## config.mk

```make
export PLATFORM = sky130hd
export DESIGN_NAME = hex_command_line_parser_flat
export DESIGN_NICKNAME = d
export VERILOG_FILES = /design/src/sv/hcl_pkg.sv /design/src/sv/hcl_if.sv /design/src/sv/hcl_parse.sv /design/src/sv/hex_command_line_parser.sv /design/src/flat_wrapper.sv
export SDC_FILE = /design/constraint.sdc
export NUM_CORES = 1
export LEC_CHECK = 0
export BUFFER_PORTS_ARGS = -buffer_cell sky130_fd_sc_hd__buf_2
export CAP_MARGIN = 25
export CORE_AREA = 2 2 180 129
export CTS_BUF_LIST = sky130_fd_sc_hd__clkbuf_8
export DETAILED_ROUTE_END_ITERATION = 8
export DIE_AREA = 0 0 182 131
export MAX_ROUTING_LAYER = met4
export SYNTH_ARGS = -nofsm -noshare
export SYNTH_HDL_FRONTEND = slang
export SYNTH_SLANG_ARGS = --single-unit
```

## constraint.sdc

```tcl
create_clock -name i_clk -period 3.7 [get_ports i_clk]
set_input_delay 0.185 -clock i_clk [delete_from_list [all_inputs] [get_ports i_clk]]
set_output_delay 0.185 -clock i_clk [all_outputs]
set_load 0.05 [all_outputs]
```

## src/sv/hcl_pkg.sv

```systemverilog
`timescale 1ns / 1ps
// Shared types, constants and hex helpers for the hex command line parser.
// Depends on nothing; every other file refers to it by scoped names.
package hcl_pkg;

    localparam logic [7:0] CHAR_NEWLINE = 8'd10;
    localparam logic [7:0] CHAR_TAB     = 8'd9;
    localparam int MAX_DIGITS_DEFAULT   = 16;
    localparam int PAYLOAD_W            = 64;
    localparam int NIBBLES              = PAYLOAD_W / 4;

    // One finished line as reported on the result channel
    typedef struct packed {
        logic                 line_valid;
        logic [7:0]           node_id;
        logic [PAYLOAD_W-1:0] payload;
        logic                 payload_updated;
    } t_line_result;

    function automatic logic hex_ok(input logic [7:0] c);
        return (c >= 8'd48 && c <= 8'd57) || (c >= 8'd65 && c <= 8'd70) ||
               (c >= 8'd97 && c <= 8'd102);
    endfunction

    function automatic logic [3:0] hex_val(input logic [7:0] c);
        logic [7:0] v;
        v = 8'd0;
        if (c >= 8'd48 && c <= 8'd57) begin
            v = c - 8'd48;
        end else if (c >= 8'd65 && c <= 8'd70) begin
            v = c - 8'd55;
        end else if (c >= 8'd97 && c <= 8'd102) begin
            v = c - 8'd87;
        end
        return v[3:0];
    endfunction

endpackage

```

## src/sv/hcl_if.sv

```systemverilog
`timescale 1ns / 1ps
// Valid/ready channels of the hex command line parser: received bytes in,
// finished line reports out. Depends on hcl_pkg for the result width.
interface hcl_byte_if;
    logic       valid;
    logic       ready;
    logic [7:0] rx_byte;

    modport source (output valid, output rx_byte, input ready);
    modport sink   (input valid, input rx_byte, output ready);
endinterface

interface hcl_line_if;
    logic                          valid;
    logic                          ready;
    logic                          line_valid;
    logic [7:0]                    node_id;
    logic [hcl_pkg::PAYLOAD_W-1:0] payload;
    logic                          payload_updated;

    modport source (output valid, output line_valid, output node_id, output payload,
                    output payload_updated, input ready);
    modport sink   (input valid, input line_valid, input node_id, input payload,
                    input payload_updated, output ready);
endinterface

```

## src/sv/hcl_parse.sv

```systemverilog
`timescale 1ns / 1ps
// Per-byte line parser: tracks phase, id, payload digits and parity of the
// current line and forms the line report at the newline. Depends on hcl_pkg.
module hcl_parse #(
    parameter int MAX_DIGITS = hcl_pkg::MAX_DIGITS_DEFAULT
) (
    input  logic                  i_clk,
    input  logic                  i_rst_n,
    input  logic                  i_accept,
    input  logic [7:0]            i_byte,
    input  logic                  i_skip_parity,
    output logic                  o_done,
    output hcl_pkg::t_line_result o_result
);

    localparam logic [2:0] PH_ID      = 3'd0;
    localparam logic [2:0] PH_SECOND  = 3'd1;
    localparam logic [2:0] PH_DIGITS  = 3'd2;
    localparam logic [2:0] PH_PARITY  = 3'd3;
    localparam logic [2:0] PH_SENSOR  = 3'd4;
    localparam logic [2:0] PH_STOPPED = 3'd5;

    localparam logic [4:0] DIGIT_SAT = 5'(hcl_pkg::NIBBLES);
    localparam logic [4:0] DIGIT_MAX = 5'(MAX_DIGITS);

    logic [2:0]                    r_phase,   n_phase;
    logic [2:0]                    r_len,     n_len;
    logic [7:0]                    r_id,      n_id;
    logic                          r_sec_tab, n_sec_tab;
    logic [hcl_pkg::PAYLOAD_W-1:0] r_acc,     n_acc;
    logic [4:0]                    r_digits,  n_digits;
    logic [7:0]                    r_par,     n_par;
    logic [1:0]                    r_par_cnt, n_par_cnt;
    logic                          r_cmd_err, n_cmd_err;
    logic [hcl_pkg::PAYLOAD_W-1:0] r_held,    n_held;

    logic        is_newline;
    logic        is_tab;
    logic        is_hex;
    logic [3:0]  nib;
    logic        valid;
    logic        updated;
    logic        parity_ok;
    logic [15:0] calc;

    assign is_newline = (i_byte == hcl_pkg::CHAR_NEWLINE);
    assign is_tab     = (i_byte == hcl_pkg::CHAR_TAB);
    assign is_hex     = hcl_pkg::hex_ok(i_byte);
    assign nib        = hcl_pkg::hex_val(i_byte);
    assign o_done     = i_accept && is_newline;

    // Verdict for the line ending at this newline
    assign calc      = r_acc[15:0] ^ {8'd0, r_id};
    assign parity_ok = (r_phase == PH_PARITY) && (r_par_cnt == 2'd2) && !r_cmd_err &&
                       (calc == {8'd0, r_par});

    always_comb begin
        valid   = 1'b0;
        updated = 1'b0;
        if (r_len != 3'd0) begin
            if (r_len >= 3'd4 && r_sec_tab) begin
                valid   = i_skip_parity || parity_ok;
                updated = valid;
            end else begin
                valid = 1'b1;
            end
        end
    end

    // Advance line state on each accepted byte; clear it at the newline
    always_comb begin
        n_phase   = r_phase;
        n_len     = r_len;
        n_id      = r_id;
        n_sec_tab = r_sec_tab;
        n_acc     = r_acc;
        n_digits  = r_digits;
        n_par     = r_par;
        n_par_cnt = r_par_cnt;
        n_cmd_err = r_cmd_err;
        n_held    = r_held;
        if (i_accept) begin
            if (is_newline) begin
                if (updated) begin
                    n_held = r_acc;
                end
                n_phase   = PH_ID;
                n_len     = 3'd0;
                n_id      = 8'd0;
                n_sec_tab = 1'b0;
                n_acc     = '0;
                n_digits  = 5'd0;
                n_par     = 8'd0;
                n_par_cnt = 2'd0;
                n_cmd_err = 1'b0;
            end else begin
                if (r_len < 3'd4) begin
                    n_len = r_len + 3'd1;
                end
                unique case (r_phase)
                    PH_ID: begin
                        n_id    = i_byte;
                        n_phase = PH_SECOND;
                    end
                    PH_SECOND: begin
                        n_sec_tab = is_tab;
                        n_phase   = is_tab ? PH_DIGITS : PH_SENSOR;
                    end
                    PH_DIGITS: begin
                        if (is_tab) begin
                            n_phase = PH_PARITY;
                        end else if (is_hex) begin
                            if (r_digits < DIGIT_MAX && r_digits < DIGIT_SAT) begin
                                n_acc[{r_digits[3:0], 2'b00} +: 4] = nib;
                            end
                            if (r_digits < DIGIT_SAT) begin
                                n_digits = r_digits + 5'd1;
                            end
                        end else begin
                            n_cmd_err = 1'b1;
                            n_phase   = PH_STOPPED;
                        end
                    end
                    PH_PARITY: begin
                        if (r_par_cnt < 2'd2) begin
                            n_par     = {r_par[3:0], nib};
                            n_par_cnt = r_par_cnt + 2'd1;
                        end else begin
                            n_cmd_err = 1'b1;
                        end
                    end
                    default: begin
                    end
                endcase
            end
        end
    end

    always_ff @(posedge i_clk) begin
        if (!i_rst_n) begin
            r_phase   <= PH_ID;
            r_len     <= 3'd0;
            r_id      <= 8'd0;
            r_sec_tab <= 1'b0;
            r_acc     <= '0;
            r_digits  <= 5'd0;
            r_par     <= 8'd0;
            r_par_cnt <= 2'd0;
            r_cmd_err <= 1'b0;
            r_held    <= '0;
        end else begin
            r_phase   <= n_phase;
            r_len     <= n_len;
            r_id      <= n_id;
            r_sec_tab <= n_sec_tab;
            r_acc     <= n_acc;
            r_digits  <= n_digits;
            r_par     <= n_par;
            r_par_cnt <= n_par_cnt;
            r_cmd_err <= n_cmd_err;
            r_held    <= n_held;
        end
    end

    assign o_result.line_valid      = valid;
    assign o_result.node_id         = valid ? r_id : 8'd0;
    assign o_result.payload         = n_held;
    assign o_result.payload_updated = updated;

    // Counters stay within their saturation limits
    a_len_sat: assert property (@(posedge i_clk) disable iff (!i_rst_n)
        r_len <= 3'd4) else $error("line length past saturation");
    a_digit_sat: assert property (@(posedge i_clk) disable iff (!i_rst_n)
        r_digits <= DIGIT_SAT) else $error("digit count past saturation");
    // A tab in second place sends the line into the command phases
    a_tab_phase: assert property (@(posedge i_clk) disable iff (!i_rst_n)
        r_sec_tab |-> (r_phase == PH_DIGITS || r_phase == PH_PARITY ||
                       r_phase == PH_STOPPED)) else $error("tab flag outside command phase");
    // Newline restarts the line
    a_newline_clear: assert property (@(posedge i_clk) disable iff (!i_rst_n)
        o_done |=> (r_phase == PH_ID && r_len == 3'd0 && !r_cmd_err))
        else $error("line state not cleared at newline");
    // Held payload only moves on a reported update
    a_held_update: assert property (@(posedge i_clk) disable iff (!i_rst_n)
        !(o_done && updated) |=> $stable(r_held)) else $error("held payload changed");

endmodule

```

## src/sv/hex_command_line_parser.sv

```systemverilog
`timescale 1ns / 1ps
// Top level of the hex command line parser: byte channel in, line report
// channel out, one configuration bit. Depends on hcl_pkg, hcl_if, hcl_parse.
//
// Usage:
//   i_rx carries received bytes (valid/ready). Byte 10 ends a line; each
//   newline yields exactly one transaction on o_line, other bytes none.
//   o_line reports line_valid, the object id (0 when invalid), the held
//   64-bit command payload after the line, and whether the line replaced it.
//   i_cfg_we / i_cfg_wdata write the skip-parity bit; write it while idle.
// Timing:
//   One byte is taken every cycle unless a report waits on o_line. Each
//   byte updates the line state in the cycle it is accepted; a newline's
//   report is loaded into the output register at that edge and appears
//   on o_line in the cycle after. Throughput is one byte per cycle.
// Stall and reset:
//   While a report waits on o_line with ready low, i_rx.ready drops and the
//   report holds. Synchronous reset (i_rst_n low) clears the line state,
//   the held payload, the skip-parity bit and the output valid flag.
module hex_command_line_parser #(
    parameter int MAX_DIGITS = hcl_pkg::MAX_DIGITS_DEFAULT
) (
    input  logic              i_clk,
    input  logic              i_rst_n,
    input  logic              i_cfg_we,
    input  logic              i_cfg_wdata,
    hcl_byte_if.sink          i_rx,
    hcl_line_if.source        o_line
);

    logic                  r_skip_parity;
    logic                  r_out_valid;
    hcl_pkg::t_line_result r_out;
    logic                  accept;
    logic                  done;
    hcl_pkg::t_line_result line_res;

    // Take a byte whenever the output register is free or draining
    assign i_rx.ready = !r_out_valid || o_line.ready;
    assign accept     = i_rx.valid && i_rx.ready;

    hcl_parse #(
        .MAX_DIGITS (MAX_DIGITS)
    ) u_parse (
        .i_clk         (i_clk),
        .i_rst_n       (i_rst_n),
        .i_accept      (accept),
        .i_byte        (i_rx.rx_byte),
        .i_skip_parity (r_skip_parity),
        .o_done        (done),
        .o_result      (line_res)
    );

    // Hold the configuration bit
    always_ff @(posedge i_clk) begin
        if (!i_rst_n) begin
            r_skip_parity <= 1'b0;
        end else if (i_cfg_we) begin
            r_skip_parity <= i_cfg_wdata;
        end
    end

    // Load the report at a newline; drop it once taken
    always_ff @(posedge i_clk) begin
        if (!i_rst_n) begin
            r_out_valid <= 1'b0;
        end else if (done) begin
            r_out_valid <= 1'b1;
        end else if (o_line.ready) begin
            r_out_valid <= 1'b0;
        end
    end

    always_ff @(posedge i_clk) begin
        if (done) begin
            r_out <= line_res;
        end
    end

    assign o_line.valid           = r_out_valid;
    assign o_line.line_valid      = r_out.line_valid;
    assign o_line.node_id         = r_out.node_id;
    assign o_line.payload         = r_out.payload;
    assign o_line.payload_updated = r_out.payload_updated;

endmodule

```

## src/flat_wrapper.sv

```systemverilog
// flat-port wrapper written by rule: the top's interface ports become plain ports
module hex_command_line_parser_flat 
#(
    parameter int MAX_DIGITS = hcl_pkg::MAX_DIGITS_DEFAULT
)
  (i_clk, i_rst_n, i_cfg_we, i_cfg_wdata, i_rx_valid, i_rx_rx_byte, i_rx_ready, o_line_valid, o_line_line_valid, o_line_node_id, o_line_payload, o_line_payload_updated, o_line_ready);
  hcl_byte_if i_rx_i ();
  hcl_line_if o_line_i ();
  input  logic i_clk;
  input  logic i_rst_n;
  input  logic i_cfg_we;
  input  logic i_cfg_wdata;
  input wire logic [$bits(i_rx_i.valid)-1:0] i_rx_valid;
  input wire logic [$bits(i_rx_i.rx_byte)-1:0] i_rx_rx_byte;
  output wire logic [$bits(i_rx_i.ready)-1:0] i_rx_ready;
  output wire logic [$bits(o_line_i.valid)-1:0] o_line_valid;
  output wire logic [$bits(o_line_i.line_valid)-1:0] o_line_line_valid;
  output wire logic [$bits(o_line_i.node_id)-1:0] o_line_node_id;
  output wire logic [$bits(o_line_i.payload)-1:0] o_line_payload;
  output wire logic [$bits(o_line_i.payload_updated)-1:0] o_line_payload_updated;
  input wire logic [$bits(o_line_i.ready)-1:0] o_line_ready;
  assign i_rx_i.valid = i_rx_valid;
  assign i_rx_i.rx_byte = i_rx_rx_byte;
  assign i_rx_ready = i_rx_i.ready;
  assign o_line_valid = o_line_i.valid;
  assign o_line_line_valid = o_line_i.line_valid;
  assign o_line_node_id = o_line_i.node_id;
  assign o_line_payload = o_line_i.payload;
  assign o_line_payload_updated = o_line_i.payload_updated;
  assign o_line_i.ready = o_line_ready;
  hex_command_line_parser #(.MAX_DIGITS(MAX_DIGITS)) u_core (.i_clk(i_clk), .i_rst_n(i_rst_n), .i_cfg_we(i_cfg_we), .i_cfg_wdata(i_cfg_wdata), .i_rx(i_rx_i), .o_line(o_line_i));
endmodule
```

### After elaboration in Yosys (flattened, before gate mapping)

Index checks and enable logic that the tools add are counted.

| word-level totals | value |
|---|---|
| flip-flop bits (word level) | 235 |
| bits of input ports | 14 |
| output and inout bits | 76 |
| logic and storage cells | 128 |

| operators by class | value |
|---|---|
| add/subtract/negate cells | 7 |
| magnitude comparators | 10 |
| equal/unequal tests | 12 |
| shift operators | 2 |
| mux-type cells | 45 |
| bitwise logic cells | 1 |
| reduce and logical (&&, ||, !) cells | 35 |

Operators with widths:

| cell | number |
|---|---|
| two-way mux 64 bit | 8 |
| bitwise mux 64 bit | 1 |
| variable shift 4 x 8 -> 64 bit (first input constant) | 1 |
| indexed part select 4 x 8 -> 64 bit | 1 |
| two-way mux 8 bit | 5 |
| two-way mux 5 bit | 5 |
| two-way mux 3 bit | 6 |
| nonzero test 2 bit | 9 |
| equality test 16 x 8 -> 1 bit | 1 |
| equality test 8 x 4 -> 1 bit (second input constant) | 2 |
| >= comparator 8 x 7 -> 1 bit (second input constant) | 2 |
| less-or-equal comparator 8 x 7 -> 1 bit (second input constant) | 2 |
| bitwise XOR 16 x 8 -> 16 bit | 1 |
| two-way mux 1 bit | 12 |
| two-way mux 4 bit | 3 |
| AND reduction 5 bit | 2 |
| logical AND 1 bit | 9 |
| inequality test 3 bit (second input constant) | 3 |
| case mux 3 bit (3 select lines) | 1 |
| >= comparator 8 x 6 -> 1 bit (second input constant) | 1 |
| less-or-equal comparator 8 x 6 -> 1 bit (second input constant) | 1 |
| negator 6 -> 8 bit | 1 |
| subtractor 4 x 3 -> 4 bit (second input constant) | 2 |
| equality test 3 x 2 -> 1 bit (second input constant) | 2 |
| other kinds (21) | 31 |

### Longest topological paths before layout

Gate-level depths: netlist of the first run.

| depth | value |
|---|---|
| depth in word-level cells | 12 |
| mapped depth | 10 |
| gate-level depth less buffers | 7 |

### Modules after synthesis

A second synthesis of the first run with hierarchy kept.

| second synthesis, totals | value |
|---|---|
| cell total of the unflattened synthesis | 837 |
| area total of the unflattened synthesis | 9686.8 um^2 |

Modules (own cells, without submodules):

| module | times used | cells an instance | area an instance (um^2) | sequential area each (um^2) |
|---|---|---|---|---|
| hcl_parse | 1 | 755 | 7370.8 | 3183.1 |
| hex_command_line_parser | 1 | 82 | 2316.0 | 2262.2 |

### Worst setup path after synthesis of the first run

No wires, ideal clock.

| path | value |
|---|---|
| path type | register -> register |
| start point | register u_core.r_out_valid (netlist: u_core.o_line.valid) |
| end point | register u_core.r_out, in the netlist u_core.o_line.payload[11], data pin |
| library setup time | 262 ps |
| arrival time | 3597 ps |
| data required time | 3438 ps |
| slack | -159 ps |
| stages on the path, launching flop included | 11 |
| buffers on the path | 4 |
| clock period less this slack | 3859 ps |
| cells stage by stage | dfxtp_1 > nand2b_1 > clkbuf_1 > and2_1 > clkbuf_1 > nand2_2 > inv_2 > a32oi_1 > buf_2 > buf_2 > mux2_1 |

RTL lines:

| what | line | source |
|---|---|---|
| start, declared | hex_command_line_parser.sv:32 | `logic r_out_valid;` |
| start signal, assigned | hex_command_line_parser.sv:66 | `r_out_valid <= 1'b0;` |
| start signal, assigned | hex_command_line_parser.sv:68 | `r_out_valid <= 1'b1;` |
| start signal, assigned | hex_command_line_parser.sv:70 | `r_out_valid <= 1'b0;` |
| end signal, assigned | hex_command_line_parser.sv:76 | `r_out <= line_res;` |
| end, declared | hex_command_line_parser.sv:33 | `hcl_pkg::t_line_result r_out;` |

### Worst setup path after layout of the first run

| path | value |
|---|---|
| start point | input i_rx_rx_byte[1] |
| end point | register u_core.u_parse.r_acc[58] (netlist name) |

| on the way | value |
|---|---|
| longest elaborated chain between the ends | 12 |
| elaborated cells between the ends (all ways) | 31 |
| those cells by class | add/sub: 3; order compare: 6; eq/ne: 3; shift: 1; mux: 9; reduce/logical: 9 |

RTL lines:

| what | line | source |
|---|---|---|
| start, declared | flat_wrapper.sv:14 | `input wire logic [$bits(i_rx_i.rx_byte)-1:0] i_rx_rx_byte;` |
| >= comparator 8 x 7 -> 1 bit / less-or-equal comparator 8 x 7 -> 1 bit (equally long branches) | hcl_pkg.sv:22, hcl_pkg.sv:32 |  |
| logical AND 1 bit | hcl_pkg.sv:22, hcl_pkg.sv:32 |  |
| two-way mux 4 bit | hcl_pkg.sv:32 | `end else if (c >= 8'd97 && c <= 8'd102) begin` |
| two-way mux 4 bit | hcl_pkg.sv:30 | `end else if (c >= 8'd65 && c <= 8'd70) begin` |
| two-way mux 4 bit | hcl_pkg.sv:28 | `if (c >= 8'd48 && c <= 8'd57) begin` |
| indexed part select 4 x 8 -> 64 bit | hcl_parse.sv:114 | `n_acc[{r_digits[3:0], 2'b00} +: 4] = nib;` |
| bitwise mux 64 bit | hcl_parse.sv:114 |  |
| two-way mux 64 bit | hcl_parse.sv:113 | `if (r_digits < DIGIT_MAX && r_digits < DIGIT_SAT) begin` |
| two-way mux 64 bit | hcl_parse.sv:112 | `end else if (is_hex) begin` |
| two-way mux 64 bit | hcl_parse.sv:110 | `if (is_tab) begin` |
| two-way mux 64 bit | hcl_parse.sv:100 | `unique case (r_phase)` |
| two-way mux 64 bit | hcl_parse.sv:83 | `if (is_newline) begin` |
| end signal, assigned | hcl_parse.sv:156 | `r_acc <= n_acc;` |
| end, declared | hcl_parse.sv:30 | `logic [hcl_pkg::PAYLOAD_W-1:0] r_acc, n_acc;` |

Several ways; a longest one is shown, not always the timed one. The select of a mux whose other input is x is not followed.
A chain may end at the register's enable or synchronous reset.

==> results of run 1 <==
cells by family (layout without fill, tap and decap cells):
logic type                 count (synthesis)  in the layout
DFF                                      235            235
muxes                                    148            148
and+or+nand+nor                          302            302
xor gates and xnor gates                  15             15
buffers and inverters                     82            211
adders and majority gates                 12             12
AOI/OAI and AO/OA                        146            146
where the power goes:
part / internal, mW / switching [mW]
logic: 0.0633 / 0.127
registers: 2.65 / 0.0148
clock network: 1.24 / 1.00
per-stage QoR:
step                      cells  worst slack, ns  total power, mW
after global placement     1281            0.645             2.91
final                      1357            0.607             5.10
after global routing       1357            0.423             5.30
after floorplan             940            0.183             2.85
after CTS                  1357            0.635             5.17
after detailed placement   1281            0.642             2.91
sequential cells by signal, indices dropped and copies added (netlist names):
register                       flops
u_core.u_parse.r_par_cnt           2
u_core.u_parse.r_sec_tab           1
u_core.u_parse.r_len               3
u_core.u_parse.r_held             64
u_core.u_parse.r_digits            5
u_core.o_line.valid                1
u_core.o_line.node_id              8
u_core.r_skip_parity               1
u_core.u_parse.r_cmd_err           1
u_core.o_line.line_valid           1
u_core.u_parse.r_id                8
u_core.u_parse.r_acc              64
u_core.u_parse.r_phase             3
u_core.u_parse.r_par               8
u_core.o_line.payload             64
u_core.o_line.payload_updated      1
cells in the final DEF, fill, tap and decap left out, types with 3 or more instances in the layout:
master | synthesis | routed
nand2_1 | 180 | 180
dfxtp_1 | 161 | 161
buf_2 | 17 | 88
mux2i_1 | 83 | 83
edfxtp_1 | 74 | 74
mux2_2 | 60 | 60
clkbuf_8 | 0 | 48
inv_1 | 31 | 43
nor2_1 | 34 | 34
a21oi_1 | 29 | 28
a32o_1 | 20 | 20
nand3_1 | 18 | 18
o22ai_1 | 17 | 17
nor3_1 | 15 | 15
buf_4 | 2 | 13
o21ai_0 | 12 | 12
a22o_1 | 12 | 12
ha_1 | 12 | 12
a22oi_1 | 9 | 9
xnor3_1 | 8 | 8
dlygate4sd3_1 | 0 | 8
nor3b_1 | 6 | 6
nand4_1 | 6 | 6
or3_1 | 6 | 6
xnor2_1 | 5 | 5
mux2_1 | 5 | 5
a211oi_1 | 5 | 5
o211ai_1 | 5 | 5
nand2b_1 | 4 | 4
and3_1 | 4 | 4
nor2b_1 | 4 | 4
nor4b_1 | 4 | 4
nor4_1 | 4 | 4
o21a_1 | 4 | 4
a21boi_0 | 4 | 3
nand3b_1 | 3 | 3
o21ai_1 | 3 | 3
o2111ai_1 | 3 | 3
clkinvlp_4 | 0 | 3
clkinv_2 | 0 | 3
final timing paths:
path	startpoint	to	slack (ns)	cells after the start
max reg2reg	u_core.o_line.valid$_SDFFE_PN0P_	u_core.o_line.payload[29]$_DFFE_PP_	0.87	7
min reg2reg	u_core.u_parse.r_held[34]$_SDFF_PN0_	u_core.u_parse.r_held[34]$_SDFF_PN0_	0.45	2
min	i_rx_rx_byte[2]	u_core.u_parse.r_id[2]$_SDFFE_PN0P_	0.03	3
max	i_rx_rx_byte[1]	u_core.u_parse.r_acc[58]$_SDFFE_PN0P_	0.61	9
per-layer routing:
metal	routed length (microns)	vias to the layer above	track usage
met2	9340	249	0.273
met5	0	-	-
met3	1810	33	0.0449
li1	-	3595	-
met4	322	0	0.0560
met1	12800	3520	0.327
final cells by class:
| type | instances | area, sq um | share of cell area |
|---|---|---|---|
| tap | 288 | 360 | 0.0303 |
| sequential | 235 | 5450 | 0.458 |
| clock buffer | 48 | 661 | 0.0555 |
| inverter | 32 | 123 | 0.0103 |
| multi-input combinational | 623 | 4530 | 0.381 |
| timing repair buffer | 111 | 658 | 0.0553 |
| clock inverter | 20 | 116 | 0.00978 |
worst max-delay path: cells and delay by family:
family	cells	cell delay [ns]
AO/OA/AOI/OAI	3	1.56
adder cells (fa/ha/maj)	1	0.27
AND/OR/NAND/NOR	1	0.45
multiplexers	1	0.21
buffers and inverters	3	0.79
==> flow_summary.yaml, run 1 <==
power_and_ir_drop:
  powerDensity_nw_per_um2: 429
  leakagePower_nw: 4.74
  ir_drop_mv: 0.204
global_route:
  antenna_found_initial: 0
  grt_pass1_vias: 6896
  grt_pass1_wl_mm: 38.3
  overflow: 0
  grt_max_degree: 81
  grt_use_total: 0.212
timing:
  clock_skew_ns: 0.0274
  finalHoldViolCount: 0
  fmax_ghz: 0.323
  setup_viol: 0
  rsz0062_at_grt: "false"
  fin_setup_tns_ns: 0
  worst_pin_slew_ns: 1.09
  slew_violations: 0
  post-route-min-period_ns: 3.09
  post-route-period-util: 0.836
  whs_ns: 0.0279
  relSlewSlack: 0.270
synthesis:
  synth_nets: 966
  synth_largest_area_cell: "dfxtp_1"
  yosysSeqAreaShare: 0.529
  synthArstFlopShare: 0
  synth.distinct_cells: 70
  synth_compound_gate_area_share: 0.112
  avgSynthCellArea_sq_um: 10.9
  yosysWarnings: 0
  ys_ff_latch: 235
  synthTopCellsByCount: "nand2_1, dfxtp_1, mux2i_1"
  synthTopCellsByArea: "dfxtp_1, edfxtp_1, mux2i_1"
  synth_ff_type: "dfxtp_1"
  synth-simple-area-share: 0.136
  synth_most_common_cell: "nand2_1"
  synth_edf_count: 74
  mappedNetlistArea_sq_um: 10300
  synthMuxAreaShare: 0.152
  synthCells: 940
  synth_top_family_by_area: "multiplexers"
  netlist.area_leader.share: 0.313
  synth_fa_ha_area_frac: 0.0146
  synth-xor-area-share: 0.0235
clock_tree:
  h-tree-depth: 2
  cts.reportedPaths.clkPinSlew_ns: 0.07
  cts_resized: 0
  clkLatencyLatePin_ns: 0.53
  clock_sinks: 235
  cts_root_buffer: "clkbuf_8"
  postCtsHoldBufs: 8
  ctsLongestPathBuffers: 3
  numCtsBuffers: 38
  cts_tree: "done"
  postCtsSetupBuffers: 0
setup_path:
  cp_max_fo: 11
  crit_arrival_ns: 3.47
  crit_required_ns: 4.08
  slowest_delay_ns: 0.80
  crit_path_start_kind: "input port"
  end_kind: "register"
  crit_chain: "dlygate4sd3_1 > buf_2 > inv_1 > ha_1 > o21bai_1 > a2111o_1 > a211oi_2 > nand4_1 > mux2i_1"
  cp_slowest_cell: "a211oi_2"
  crit_type: "in -> reg"
outcome:
  status: "complete, no violations"
die:
  die_h_microns: 131
  start_util: 0.463
  die_w_microns: 182
  rows: 46
  core_area_sq_um: 22200
  io_pins: 90
  die_area_sq_um: 23800
detailed_routing:
  routed_wirelength_mm: 24.3
  route.detailed.drc: 0
  num_vias: 7397
  wl_per_cell_microns: 17.9
  drt-vias-per-instance: 5.45
  drt-initial-drc-count: 561
  drt-pass1-iter-count: 5
  drtAntennaViolNets: 0
place:
  postPlaceCellArea_sq_um: 11000
  dpl.hpwl_mm: 16.9
  port_buffers: 89
  gp_congestion: 0.959
finish:
  antennaDiodeCount: 0
  drive_gt1_frac: 0.225
  fin_nets: 1067
  fin_area_sq_um: 11900
  syn_to_final_growth_pct: 15.7
  fillers: 1957
  fin_util: 0.536
flow_run:
  maxCapViolCount: 0
min_path:
  hold_path_class: "in -> reg"
Power figures use the tool's default switching activity.
==> run 2, diff against run 1 <==
--- a/config.mk
+++ b/config.mk
@@ -12,6 +12,7 @@
 export DETAILED_ROUTE_END_ITERATION = 8
 export DIE_AREA = 0 0 182 131
 export MAX_ROUTING_LAYER = met4
+export PLACE_DENSITY = 0.67
 export SYNTH_ARGS = -nofsm -noshare
 export SYNTH_HDL_FRONTEND = slang
 export SYNTH_SLANG_ARGS = --single-unit
==> constraint.sdc (replaced) <==
create_clock -name i_clk -period 2.75 [get_ports i_clk]
set_input_delay 0.1375 -clock i_clk [delete_from_list [all_inputs] [get_ports i_clk]]
set_output_delay 0.1375 -clock i_clk [all_outputs]
set_load 0.05 [all_outputs]
==> run 2 against run 1 <==
  * First-iteration DRC count up 15%
  * Clock power up 34%
  * Power up 35%
  * Non-clock buffer count up 39
  * Hold slack better by 0.025 ns
  * Sequential share of layout area down 1.2 points
  * Critical path depth unchanged
  * Design area up 2.8%
  * Final cell count up 3.1%
  * Die area unchanged
  * Critical endpoint is now u_core.o_line.payload[19]$_DFFE_PP_
==> flow_summary.yaml, run 2 (synthesis gave the netlist of run 1 again) <==
setup_path:
  reg2reg_from: "u_core.u_parse.r_par_cnt[0]$_SDFFE_PN0P_"
  end_kind: "register"
  cp_slowest_cell: "buf_12"
  reg2reg_slack_ns: 0.15
  slowest_delay_ns: 0.43
  crit_arrival_ns: 2.87
  crit_path_end: "u_core.o_line.payload[19]$_DFFE_PP_"
  crit_path_start_kind: "register"
  crit_chain: "inv_1 > ha_1 > nor4b_2 > nand4_1 > nor4_1 > buf_4 > a32oi_4 > buf_12 > mux2_2"
  crit_type: "reg -> reg"
  crit_required_ns: 3.03
  startpoint: "u_core.u_parse.r_par_cnt[0]$_SDFFE_PN0P_"
  reg2regPathDepth: 9
  cp_max_fo: 80
  timing.rr.end: "u_core.o_line.payload[19]$_DFFE_PP_"
clock_tree:
  cts_root_buffer: "clkbuf_8"
  h-tree-depth: 2
  cts_tree: "done"
  clkLatencyLatePin_ns: 0.53
  cts.reportedPaths.clkPinSlew_ns: 0.06
  clock_sinks: 235
  ctsLongestPathBuffers: 3
  numCtsBuffers: 39
  postCtsSetupBuffers: 0
timing:
  post-route-period-util: 0.945
  finalHoldViolCount: 0
  relSlewSlack: 0.394
  clock_skew_ns: 0.0196
  slew_violations: 0
  setup_viol: 0
  fmax_ghz: 0.385
  rsz0062_at_grt: "false"
  fin_setup_tns_ns: 0
  post-route-min-period_ns: 2.60
  worst_pin_slew_ns: 0.900
detailed_routing:
  routed_wirelength_mm: 25.2
  drt-initial-drc-count: 644
  route.detailed.drc: 0
  drt-vias-per-instance: 5.45
  drt-pass1-iter-count: 7
  num_vias: 7619
  wl_per_cell_microns: 18.0
  drtAntennaViolNets: 0
place:
  dp.cells: 1318
  port_buffers: 89
  gp_congestion: 0.957
  dpl.hpwl_mm: 17.5
global_route:
  grt_pass1_wl_mm: 39.3
  grt_use_total: 0.219
  grt_pass1_vias: 7047
  overflow: 0
  antenna_found_initial: 0
  grt_max_degree: 81
finish:
  multiInputGateArea_sq_um: 4550
  antennaDiodeCount: 0
  final_cell_mix: "nand2_1, dfxtp_1, buf_2"
  final_common_cell: "nand2_1"
  fin_nets: 1107
  fillers: 1949
  drive_gt1_frac: 0.253
  stdcell_count: 1399
  syn_to_final_growth_pct: 18.9
  ff_latch_area_sq_um: 5450
die:
  rows: 46
  die_h_microns: 131
  start_util: 0.463
  core_area_sq_um: 22200
  die_w_microns: 182
  io_pins: 90
  die_area_sq_um: 23800
power_and_ir_drop:
  ir_drop_mv: 0.272
  leakagePower_nw: 4.82
  powerDensity_nw_per_um2: 562
outcome:
  status: "complete, no violations"
flow_run:
  maxCapViolCount: 0
min_path:
  hold_path_class: "in -> reg"
==> run 2: power by group <==
part / switching, mW / internal [mW]
Combinational: 0.183 / 0.0941
Clock: 1.36 / 1.65
Sequential: 0.0179 / 3.57
==> run 2: metrics by stage <==
step                total power, mW   util  cell area [sq um]  hold slack [ns]  worst slack [ns]
finish                         6.88  0.551              12200           0.0524             0.152
global route                   7.14  0.551              12200           0.0948            0.0254
CTS                            6.96  0.549              12200           0.0215             0.134
detailed placement             3.93  0.510              11300            0.382             0.101
global placement               3.92  0.510              11300            0.379             0.111
floorplan                      3.83      -              10300            0.278           0.00637
==> run 2: layout make-up <==
| type | instances | share of cell area |
|---|---|---|
| tap | 288 | 0.0295 |
| sequential | 235 | 0.445 |
| clock inverter | 20 | 0.00634 |
| inverter | 32 | 0.0104 |
| clock buffer | 51 | 0.0574 |
| timing repair buffer | 150 | 0.0790 |
| multi-input combinational | 623 | 0.372 |
==> run 2: worst max-delay path, delay by kind of cell, from the launching register on <==
family / cells / cell delay, ns
buffers and inverters: 3 / 0.63
muxes: 1 / 0.41
and+or+nand+nor: 3 / 0.36
DFF: 1 / 0.35
AOI/OAI and AO/OA: 1 / 0.29
adders and majority gates: 1 / 0.26
==> run 2: how the worst min path moves through the flow <==
stage | endpoint | startpoint | slack [ns] | cells past startpoint
floorplan | u_core.u_parse.r_id[4]$_SDFFE_PN0P_ | i_rx_rx_byte[4] | 0.28 | 2
global placement | u_core.r_skip_parity$_SDFFE_PN0P_ | i_cfg_wdata | 0.38 | 3
detailed placement | u_core.r_skip_parity$_SDFFE_PN0P_ | i_cfg_wdata | 0.38 | 3
CTS | u_core.u_parse.r_id[3]$_SDFFE_PN0P_ | i_rx_rx_byte[3] | 0.02 | 3
global route | u_core.u_parse.r_id[3]$_SDFFE_PN0P_ | i_rx_rx_byte[3] | 0.09 | 3
finish | u_core.u_parse.r_id[3]$_SDFFE_PN0P_ | i_rx_rx_byte[3] | 0.05 | 3
==> run 2: metal layers <==
layer  vias to the layer above  track usage  share of wire
met5                         -            -              0
met4                         0       0.0617          0.020
met3                        52       0.0543          0.072
met2                       237        0.289           0.39
met1                      3649        0.328           0.52
li1                       3681            -              -
==> run 2: timing repair <==
action / in CTS / in global routing
endpoints found under the setup margin: 0 / 28
hold buffers: 9 / 0
endpoints found under the hold margin: 8 / 0
resized for setup: 0 / 3
